## src/mdc_pkg.sv

```systemverilog
`default_nettype none
package mdc_pkg;

	localparam int MAX_ORDER    = 4;
	localparam int ELEMENT_BITS = 16;
	localparam int IDX_BITS     = 2;
	localparam int ORDER_BITS   = 3;
	localparam int ADDR_BITS    = 2 * IDX_BITS;
	localparam int DEPTH        = MAX_ORDER * MAX_ORDER;
	localparam int FRAC_BITS    = 8;
	localparam int TARGET_FRAC  = 32;
	localparam int DET_BITS     = 64;
	localparam int PROD_BITS    = ELEMENT_BITS * MAX_ORDER;
	localparam int NUM_PERMS    = 24;
	localparam int PERM_BITS    = 5;
	localparam int ACC_BITS     = PROD_BITS + PERM_BITS;
	localparam int SCALE_BITS   = ACC_BITS + TARGET_FRAC - 2 * FRAC_BITS;

	// Permutations of four columns in lexicographic order, row 0 in the low bits.
	localparam logic [MAX_ORDER*IDX_BITS-1:0] PERM_COLS [NUM_PERMS] = '{
		{2'd3, 2'd2, 2'd1, 2'd0}, {2'd2, 2'd3, 2'd1, 2'd0},
		{2'd3, 2'd1, 2'd2, 2'd0}, {2'd1, 2'd3, 2'd2, 2'd0},
		{2'd2, 2'd1, 2'd3, 2'd0}, {2'd1, 2'd2, 2'd3, 2'd0},
		{2'd3, 2'd2, 2'd0, 2'd1}, {2'd2, 2'd3, 2'd0, 2'd1},
		{2'd3, 2'd0, 2'd2, 2'd1}, {2'd0, 2'd3, 2'd2, 2'd1},
		{2'd2, 2'd0, 2'd3, 2'd1}, {2'd0, 2'd2, 2'd3, 2'd1},
		{2'd3, 2'd1, 2'd0, 2'd2}, {2'd1, 2'd3, 2'd0, 2'd2},
		{2'd3, 2'd0, 2'd1, 2'd2}, {2'd0, 2'd3, 2'd1, 2'd2},
		{2'd1, 2'd0, 2'd3, 2'd2}, {2'd0, 2'd1, 2'd3, 2'd2},
		{2'd2, 2'd1, 2'd0, 2'd3}, {2'd1, 2'd2, 2'd0, 2'd3},
		{2'd2, 2'd0, 2'd1, 2'd3}, {2'd0, 2'd2, 2'd1, 2'd3},
		{2'd1, 2'd0, 2'd2, 2'd3}, {2'd0, 2'd1, 2'd2, 2'd3}
	};

	// Odd permutations get a negative cofactor sign.
	localparam logic [NUM_PERMS-1:0] PERM_ODD = 24'h666666;

	typedef struct packed {
		logic                  clear_acc;
		logic                  mul_en;
		logic                  mul_first;
		logic [IDX_BITS-1:0]   rd_row;
		logic [IDX_BITS-1:0]   rd_col;
		logic                  acc_en;
		logic                  acc_neg;
		logic                  finish;
		logic [ORDER_BITS-1:0] order_n;
	} mdc_cmd_t;

	typedef struct packed {
		logic out_free;
	} mdc_stat_t;

	function automatic logic [IDX_BITS-1:0] perm_col(input logic [PERM_BITS-1:0] idx,
							 input logic [IDX_BITS-1:0] row);
		logic [MAX_ORDER*IDX_BITS-1:0] cols;
		cols = PERM_COLS[idx];
		return cols[row*IDX_BITS +: IDX_BITS];
	endfunction

	// A term belongs to the leading n x n minor when every row at or past n
	// keeps its own column.
	function automatic logic perm_fits(input logic [PERM_BITS-1:0] idx,
					   input logic [ORDER_BITS-1:0] n);
		logic [MAX_ORDER*IDX_BITS-1:0] cols;
		logic ok;
		cols = PERM_COLS[idx];
		ok = 1'b1;
		for (int r = 0; r < MAX_ORDER; r++) begin
			if (ORDER_BITS'(r) >= n && cols[r*IDX_BITS +: IDX_BITS] != IDX_BITS'(r))
				ok = 1'b0;
		end
		return ok;
	endfunction

endpackage
`default_nettype wire

```

## src/mdc_if.sv

```systemverilog
`default_nettype none
interface mdc_load_if import mdc_pkg::*; ();
	logic                           valid;
	logic                           ready;
	logic        [IDX_BITS-1:0]     row_index;
	logic        [IDX_BITS-1:0]     col_index;
	logic signed [ELEMENT_BITS-1:0] element;
	logic                           compute;

	modport source(output valid, row_index, col_index, element, compute, input ready);
	modport sink(input valid, row_index, col_index, element, compute, output ready);
endinterface

interface mdc_result_if import mdc_pkg::*; ();
	logic                       valid;
	logic                       ready;
	logic signed [DET_BITS-1:0] det_value;
	logic                       overflow;

	modport source(output valid, det_value, overflow, input ready);
	modport sink(input valid, det_value, overflow, output ready);
endinterface

interface mdc_cfg_if import mdc_pkg::*; ();
	logic                  valid;
	logic                  ready;
	logic [ORDER_BITS-1:0] data;

	modport source(output valid, data, input ready);
	modport sink(input valid, data, output ready);
endinterface
`default_nettype wire

```

## src/mdc_ctrl.sv

```systemverilog
`default_nettype none
module mdc_ctrl import mdc_pkg::*; (
	input  wire logic                  clk,
	input  wire logic                  arst_n,
	input  wire logic                  load_accept,
	input  wire logic                  load_compute,
	input  wire logic                  cfg_wr,
	input  wire logic [ORDER_BITS-1:0] cfg_data,
	input  wire mdc_stat_t             stat,
	output logic                       load_ready,
	output mdc_cmd_t                   cmd
);

	localparam logic [1:0] S_IDLE = 2'd0;
	localparam logic [1:0] S_MUL  = 2'd1;
	localparam logic [1:0] S_ACC  = 2'd2;
	localparam logic [1:0] S_DONE = 2'd3;

	localparam logic [PERM_BITS-1:0] LAST_PERM = PERM_BITS'(NUM_PERMS - 1);

	logic [1:0]            state_q;
	logic [1:0]            state_d;
	logic [PERM_BITS-1:0]  perm_q;
	logic [PERM_BITS-1:0]  perm_d;
	logic [IDX_BITS-1:0]   row_q;
	logic [IDX_BITS-1:0]   row_d;
	logic [ORDER_BITS-1:0] order_q;
	logic [ORDER_BITS-1:0] n_eff;
	logic                  fits;
	logic                  last_row;

	always_comb begin
		priority if (order_q < ORDER_BITS'(2))
			n_eff = ORDER_BITS'(2);
		else if (order_q > ORDER_BITS'(MAX_ORDER))
			n_eff = ORDER_BITS'(MAX_ORDER);
		else
			n_eff = order_q;
	end

	assign fits     = perm_fits(perm_q, n_eff);
	assign last_row = {1'b0, row_q} == n_eff - ORDER_BITS'(1);

	assign load_ready = state_q == S_IDLE;

	always_comb begin
		state_d = state_q;
		perm_d  = perm_q;
		row_d   = row_q;
		unique case (state_q)
			S_IDLE: begin
				if (load_accept && load_compute) begin
					perm_d  = '0;
					row_d   = '0;
					state_d = S_MUL;
				end
			end
			S_MUL: begin
				if (!fits) begin
					// skip terms outside the leading minor
					if (perm_q == LAST_PERM)
						state_d = S_DONE;
					else
						perm_d = perm_q + PERM_BITS'(1);
				end else if (last_row) begin
					state_d = S_ACC;
				end else begin
					row_d = row_q + IDX_BITS'(1);
				end
			end
			S_ACC: begin
				row_d = '0;
				if (perm_q == LAST_PERM) begin
					state_d = S_DONE;
				end else begin
					perm_d  = perm_q + PERM_BITS'(1);
					state_d = S_MUL;
				end
			end
			S_DONE: begin
				if (stat.out_free)
					state_d = S_IDLE;
			end
			default: state_d = S_IDLE;
		endcase
	end

	always_comb begin
		cmd           = '0;
		// Store read is registered: address the element of the next cycle.
		cmd.rd_row    = row_d;
		cmd.rd_col    = perm_col(perm_d, row_d);
		cmd.order_n   = n_eff;
		cmd.mul_first = row_q == '0;
		cmd.acc_neg   = PERM_ODD[perm_q];
		unique case (state_q)
			S_IDLE: cmd.clear_acc = load_accept && load_compute;
			S_MUL:  cmd.mul_en    = fits;
			S_ACC:  cmd.acc_en    = 1'b1;
			S_DONE: cmd.finish    = stat.out_free;
			default: ;
		endcase
	end

	always_ff @(posedge clk or negedge arst_n) begin
		if (!arst_n) begin
			order_q <= ORDER_BITS'(MAX_ORDER);
		end else if (cfg_wr) begin
			order_q <= cfg_data;
		end
	end

	always_ff @(posedge clk or negedge arst_n) begin
		if (!arst_n) begin
			state_q <= S_IDLE;
			perm_q  <= '0;
			row_q   <= '0;
		end else begin
			state_q <= state_d;
			perm_q  <= perm_d;
			row_q   <= row_d;
		end
	end

endmodule
`default_nettype wire

```

## src/mdc_datapath.sv

```systemverilog
`default_nettype none
module mdc_datapath import mdc_pkg::*; (
	input  wire logic                           clk,
	input  wire logic                           arst_n,
	input  wire logic                           wr_en,
	input  wire logic        [IDX_BITS-1:0]     wr_row,
	input  wire logic        [IDX_BITS-1:0]     wr_col,
	input  wire logic signed [ELEMENT_BITS-1:0] wr_data,
	input  wire mdc_cmd_t                       cmd,
	output mdc_stat_t                           stat,
	mdc_result_if.source                        result
);

	logic signed [ELEMENT_BITS-1:0]           mem_q [DEPTH];
	logic        [ADDR_BITS-1:0]              wr_addr;
	logic        [ADDR_BITS-1:0]              rd_addr;
	logic signed [ELEMENT_BITS-1:0]           factor_q;
	logic signed [PROD_BITS+ELEMENT_BITS-1:0] prod_full;
	logic signed [PROD_BITS-1:0]              prod_q;
	logic signed [ACC_BITS-1:0]               acc_q;
	logic signed [ACC_BITS-1:0]               term;
	logic signed [SCALE_BITS-1:0]             acc_ext;
	logic signed [SCALE_BITS-1:0]             scaled;
	logic                                     fits;
	logic                                     valid_q;
	logic signed [DET_BITS-1:0]               det_q;
	logic                                     ovf_q;

	assign wr_addr = {wr_row, wr_col};
	assign rd_addr = {cmd.rd_row, cmd.rd_col};

	always_ff @(posedge clk) begin
		if (wr_en)
			mem_q[wr_addr] <= wr_data;
		// Forward a write at the read address so a compute sees its own element.
		if (wr_en && wr_addr == rd_addr)
			factor_q <= wr_data;
		else
			factor_q <= mem_q[rd_addr];
	end

	assign prod_full = prod_q * factor_q;

	always_ff @(posedge clk) begin
		if (cmd.mul_en) begin
			if (cmd.mul_first)
				prod_q <= PROD_BITS'(factor_q);
			else
				prod_q <= prod_full[PROD_BITS-1:0];
		end
	end

	assign term = ACC_BITS'(prod_q);

	always_ff @(posedge clk) begin
		if (cmd.clear_acc)
			acc_q <= '0;
		else if (cmd.acc_en)
			acc_q <= cmd.acc_neg ? acc_q - term : acc_q + term;
	end

	// Bring 8*n fraction bits up to Q32.32.
	assign acc_ext = SCALE_BITS'(acc_q);

	always_comb begin
		unique case (cmd.order_n)
			ORDER_BITS'(2): scaled = acc_ext <<< (TARGET_FRAC - 2 * FRAC_BITS);
			ORDER_BITS'(3): scaled = acc_ext <<< (TARGET_FRAC - 3 * FRAC_BITS);
			default:        scaled = acc_ext;
		endcase
	end

	assign fits = (&scaled[SCALE_BITS-1:DET_BITS-1]) || !(|scaled[SCALE_BITS-1:DET_BITS-1]);

	always_ff @(posedge clk) begin
		if (cmd.finish) begin
			if (fits) begin
				det_q <= scaled[DET_BITS-1:0];
				ovf_q <= 1'b0;
			end else begin
				det_q <= scaled[SCALE_BITS-1] ? {1'b1, {(DET_BITS-1){1'b0}}}
							      : {1'b0, {(DET_BITS-1){1'b1}}};
				ovf_q <= 1'b1;
			end
		end
	end

	always_ff @(posedge clk or negedge arst_n) begin
		if (!arst_n) begin
			valid_q <= 1'b0;
		end else if (cmd.finish) begin
			valid_q <= 1'b1;
		end else if (result.ready) begin
			valid_q <= 1'b0;
		end
	end

	assign stat.out_free    = !valid_q || result.ready;
	assign result.valid     = valid_q;
	assign result.det_value = det_q;
	assign result.overflow  = ovf_q;

endmodule
`default_nettype wire

```

## src/matrix_determinant_cofactor_core.sv

```systemverilog
// Load transactions: one element per cycle while idle, stored at the accepting edge.
// Compute transaction: all 24 column orderings are walked; one in the minor is multiplied row
// by row, then accumulated, one outside it is skipped, and a final step writes the result.
// A new transaction is taken once the result sits in the output register; a held result stalls.
// Reset (arst_n low, asynchronous): order returns to 4, control and result valid clear;
// the element store is not cleared and holds junk until written.
`default_nettype none
module matrix_determinant_cofactor_core import mdc_pkg::*; (
	input  wire logic    clk,
	input  wire logic    arst_n,
	mdc_load_if.sink     load,
	mdc_result_if.source result,
	mdc_cfg_if.sink      cfg
);

	mdc_cmd_t  cmd;
	mdc_stat_t stat;
	logic      load_accept;

	// Configuration is always taken; the host writes order only while idle.
	assign cfg.ready   = 1'b1;
	assign load_accept = load.valid && load.ready;

	// Sequencer: walks the column orderings and rows of the expansion,
	// skipping orderings that leave the leading minor.
	mdc_ctrl u_ctrl (
		.clk          (clk),
		.arst_n       (arst_n),
		.load_accept  (load_accept),
		.load_compute (load.compute),
		.cfg_wr       (cfg.valid),
		.cfg_data     (cfg.data),
		.stat         (stat),
		.load_ready   (load.ready),
		.cmd          (cmd)
	);

	// Datapath: element store, running product, signed accumulator,
	// rescale and saturate into the output register.
	mdc_datapath u_datapath (
		.clk     (clk),
		.arst_n  (arst_n),
		.wr_en   (load_accept),
		.wr_row  (load.row_index),
		.wr_col  (load.col_index),
		.wr_data (load.element),
		.cmd     (cmd),
		.stat    (stat),
		.result  (result)
	);

endmodule
`default_nettype wire
```

## src/flat_wrapper.sv

```systemverilog
// flat-port wrapper written by rule: the top's interface ports become plain ports
module matrix_determinant_cofactor_core_flat import mdc_pkg::*;
  (clk, arst_n, load_valid, load_row_index, load_col_index, load_element, load_compute, load_ready, result_valid, result_det_value, result_overflow, result_ready, cfg_valid, cfg_data, cfg_ready);
  mdc_load_if load_i ();
  mdc_result_if result_i ();
  mdc_cfg_if cfg_i ();
  input  wire logic clk;
  input  wire logic arst_n;
  input wire logic [$bits(load_i.valid)-1:0] load_valid;
  input wire logic [$bits(load_i.row_index)-1:0] load_row_index;
  input wire logic [$bits(load_i.col_index)-1:0] load_col_index;
  input wire logic [$bits(load_i.element)-1:0] load_element;
  input wire logic [$bits(load_i.compute)-1:0] load_compute;
  output wire logic [$bits(load_i.ready)-1:0] load_ready;
  output wire logic [$bits(result_i.valid)-1:0] result_valid;
  output wire logic [$bits(result_i.det_value)-1:0] result_det_value;
  output wire logic [$bits(result_i.overflow)-1:0] result_overflow;
  input wire logic [$bits(result_i.ready)-1:0] result_ready;
  input wire logic [$bits(cfg_i.valid)-1:0] cfg_valid;
  input wire logic [$bits(cfg_i.data)-1:0] cfg_data;
  output wire logic [$bits(cfg_i.ready)-1:0] cfg_ready;
  assign load_i.valid = load_valid;
  assign load_i.row_index = load_row_index;
  assign load_i.col_index = load_col_index;
  assign load_i.element = load_element;
  assign load_i.compute = load_compute;
  assign load_ready = load_i.ready;
  assign result_valid = result_i.valid;
  assign result_det_value = result_i.det_value;
  assign result_overflow = result_i.overflow;
  assign result_i.ready = result_ready;
  assign cfg_i.valid = cfg_valid;
  assign cfg_i.data = cfg_data;
  assign cfg_ready = cfg_i.ready;
  matrix_determinant_cofactor_core u_core (.clk(clk), .arst_n(arst_n), .load(load_i), .result(result_i), .cfg(cfg_i));
endmodule
```

## config.mk

```make
export PLATFORM = sky130hd
export DESIGN_NAME = matrix_determinant_cofactor_core_flat
export DESIGN_NICKNAME = d
export VERILOG_FILES = /design/src/mdc_pkg.sv /design/src/mdc_if.sv /design/src/mdc_ctrl.sv /design/src/mdc_datapath.sv /design/src/matrix_determinant_cofactor_core.sv /design/src/flat_wrapper.sv
export SDC_FILE = /design/constraint.sdc
export NUM_CORES = 2
export LEC_CHECK = 0
export BUFFER_PORTS_ARGS = -buffer_cell sky130_fd_sc_hd__buf_2
export CAP_MARGIN = 20
export CORE_MARGIN = 4
export CORE_UTILIZATION = 35
export DETAILED_ROUTE_END_ITERATION = 8
export GPL_TIMING_DRIVEN = 1
export PLACE_DENSITY_LB_ADDON = 0.1
export SYNTH_ARGS = -nofsm -noshare
export SYNTH_HDL_FRONTEND = slang
export SYNTH_HIERARCHICAL = 1
export SYNTH_SLANG_ARGS = --single-unit
```

## constraint.sdc

```tcl
create_clock -name clk -period 7.7 [get_ports clk]
set_clock_uncertainty 0.2 [all_clocks]
set_input_delay 1.54 -clock clk [delete_from_list [all_inputs] [get_ports clk]]
set_output_delay 1.54 -clock clk [all_outputs]
set_load 0.01 [all_outputs]
```

==> flow_summary.ini <==
[outcome]
outcome = finished with violations
violations = setup timing

[floorplan]
io_pins = 97
core_region_area_um2 = 151900
die_area_um2 = 159000
initial_utilization_pct = 35.17
die_width_um = 398.7
die_y_um = 398.7
rows = 143

[clock_network]
clk_path_buf_depth = 3
cts_hold_buf = 0
cts_tree = done
root_buffer = clkbuf_16
cts_buffers = 59
clk-insertion-delay-late_ps = 670
clkSinkCount = 471
clk_pin_slew_ps = 60
htree_levels = 2

[synth]
syn_inst = 5521
synth_seq_cells = 471
synth_area_per_cell_um2 = 9.677
synth-edff-count = 385
syn_area_um2 = 53430
yosysWarnings = 6
synthDistinctLibCells = 109
seq_area_frac_synth_pct = 24.98
synthArstFlopShare_pct = 2.760
syn_nets = 6548
synth_ff_type = edfxtp_1

[global_routing]
grtUsageMet1_pct = 30.02
use_met2_pct = 34.94
antenna_found_initial = 5
overflow = 0
grt_pass1_wl_um = 256500
grt_busiest_layer = met2
grt_pass1_vias = 41010
grt_max_degree = 78
met3_usage_pct = 2.378
grt_usage_pct = 20.98

[min_path]
holdPathStages = 1
hp-start = u_core/u_ctrl/order_q[1]
hold_path_class = reg2reg
hold_end = u_core/u_ctrl/order_q[1]

[route]
antenna_left = 0
route.vias.total = 39170
wl_um = 169500
drtIter0Drc = 2435
firstDrtPassIters = 6
avgRoutedWirePerCell_um = 21.48
drc = 0
viasPerCell = 4.964

[sta]
fin_hold_ws_ps = 314.3
tightest_slew_ps = 966.9
period_share_pct = 110.5
setup_slack_ps = -810.6
finalMaxSlewViolations = 0
slew-limit-headroom_pct = 35.54
period_needed_ps = 8511
finalHoldViolCount = 0
fmax_mhz = 117.5
rsz0062_at_grt = true
finalSetupViolations = 32

[critical_path]
cp-start-kind = register
crit_family = adder cells
cp.arrival_ps = 8710
cp_num_buf_inv = 8
crit_path_end_kind = register
r2r_end = u_core/u_datapath/prod_q[59]
cp.required_ps = 7900
crit_top_cell = fa_1
slowest_delay_ps = 530
r2r_cells = 29
path_class = reg2reg
worst_path_max_delay_cell = mux4_2
critPathMaxFanout = 14
reg2reg_slack_ps = -810

[cells_and_area]
nets = 6838
final_common_cell = inv_1
diodes = 0
final_layout_size_suffix_gt1_share_pct = 16.98
final_cell_mix = 953 x inv_1, 732 x fa_1, 676 x nand2_1, 385 x edfxtp_1, 376 x buf_4
syn_to_final_growth_pct = 17.23

[placement]
numPortBuffers = 95
dp_hpwl_um = 127600
gp_congestion = 0.8384

[flow_run]
maxCapViolations = 0
how the worst max path moves through the flow:
| stage | from | endpoint | slack, ps | cells after the start |
|---|---|---|---|---|
| after global placement | register | u_core/u_datapath/prod_q[63] | -1010 | 29 |
| final | register | u_core/u_datapath/prod_q[59] | -810 | 29 |
| after CTS | register | u_core/u_datapath/prod_q[59] | -740 | 29 |
| after floorplan | register | u_core/u_datapath/prod_q[59] | -170 | 29 |
| after global routing | register | u_core/u_datapath/prod_q[59] | -1040 | 29 |
| after detailed placement | register | u_core/u_datapath/prod_q[63] | -950 | 29 |
kinds of logic after synthesis:
group                      Yosys count  synth area share [%]
AOI/OAI and AO/OA                  771                 9.192
xor gates and xnor gates           202                 3.337
adders and majority gates          998                 33.95
buffers and inverters             1314                 9.445
DFF                                471                 24.98
muxes                              212                 5.531
other                                1              0.007019
and+or+nand+nor                   1552                 13.55
layer usage:
metal | up-vias | routed length [um]
met5 | - | 0
met4 | 0 | 3490
met3 | 152 | 7262
met2 | 767 | 80050
met1 | 20030 | 78720
li1 | 18220 | -
metrics by stage:
| stage | setup TNS, ps | std cells | worst slack, ps | util, % | area, um^2 |
|---|---|---|---|---|---|
| floorplan | -418.8 | 5521 | -166.4 | - | 53750 |
| finish | -14320 | 7891 | -810.6 | 41.23 | 62640 |
| global route | -22890 | 7891 | -1037 | 41.23 | 62640 |
| detailed placement | -18510 | 7732 | -948.3 | 38.98 | 59220 |
| CTS | -12490 | 7846 | -741.9 | 40.45 | 61440 |
| global placement | -18730 | 7732 | -1013 | 38.98 | 59220 |
cells in the mapped netlist (all sizes together) (18+ instances only):
master	instances	share of area, %
a211oi	35	0.51
inv	980	6.9
buf	53	0.59
and3	31	0.36
a21o	91	1.3
clkbuf	280	2.0
nand2	702	4.9
xor2	54	0.89
mux2i	131	2.5
nand2b	38	0.44
ha	245	5.7
dfxtp	73	2.7
nor2b	24	0.30
a31oi	29	0.34
a21oi	251	2.4
nor3	51	0.48
o211ai	19	0.28
o21bai	18	0.25
xnor2	147	2.4
mux4	64	2.7
nand3	31	0.29
edfxtp	385	22
nor2	287	2.0
nand4	24	0.28
fa	753	28
o21a	26	0.37
and2	296	3.5
o21ai	191	1.8
what timing repair did:
item                                    4_1_cts  5_1_grt
hold endpoints to repair                      0        0
setup buffers                                 3       36
pin swaps                                    10       52
cloned                                        0        9
resized for setup                            59      155
endpoints found under the setup margin       34       45
area by class of cell:
cell class | instances | area [um^2]
tap | 2030 | 2540
clock inverter | 26 | 275.3
timing repair buffer | 562 | 4990
multi-input combinational | 3736 | 36170
sequential | 471 | 13360
fill | 15000 | 89270
clock buffer | 85 | 1624
inverter | 981 | 3684
state kept, by name, indices dropped and copies added (netlist names), named ones only:
register                            flops
u_core/u_datapath/result.det_value     64
u_core/u_ctrl/row_q                     2
u_core/u_ctrl/perm_q                    5
u_core/u_ctrl/order_q                   3
u_core/u_datapath/prod_q               64
u_core/u_datapath/result.valid          1
u_core/u_datapath/mem_q               256
u_core/u_datapath/acc_q                69
u_core/u_datapath/result.overflow       1
u_core/u_ctrl/state_q                   2
Power is not shown: default switching activity piles up to over one toggle a cycle in this logic, so the estimate is an artifact.
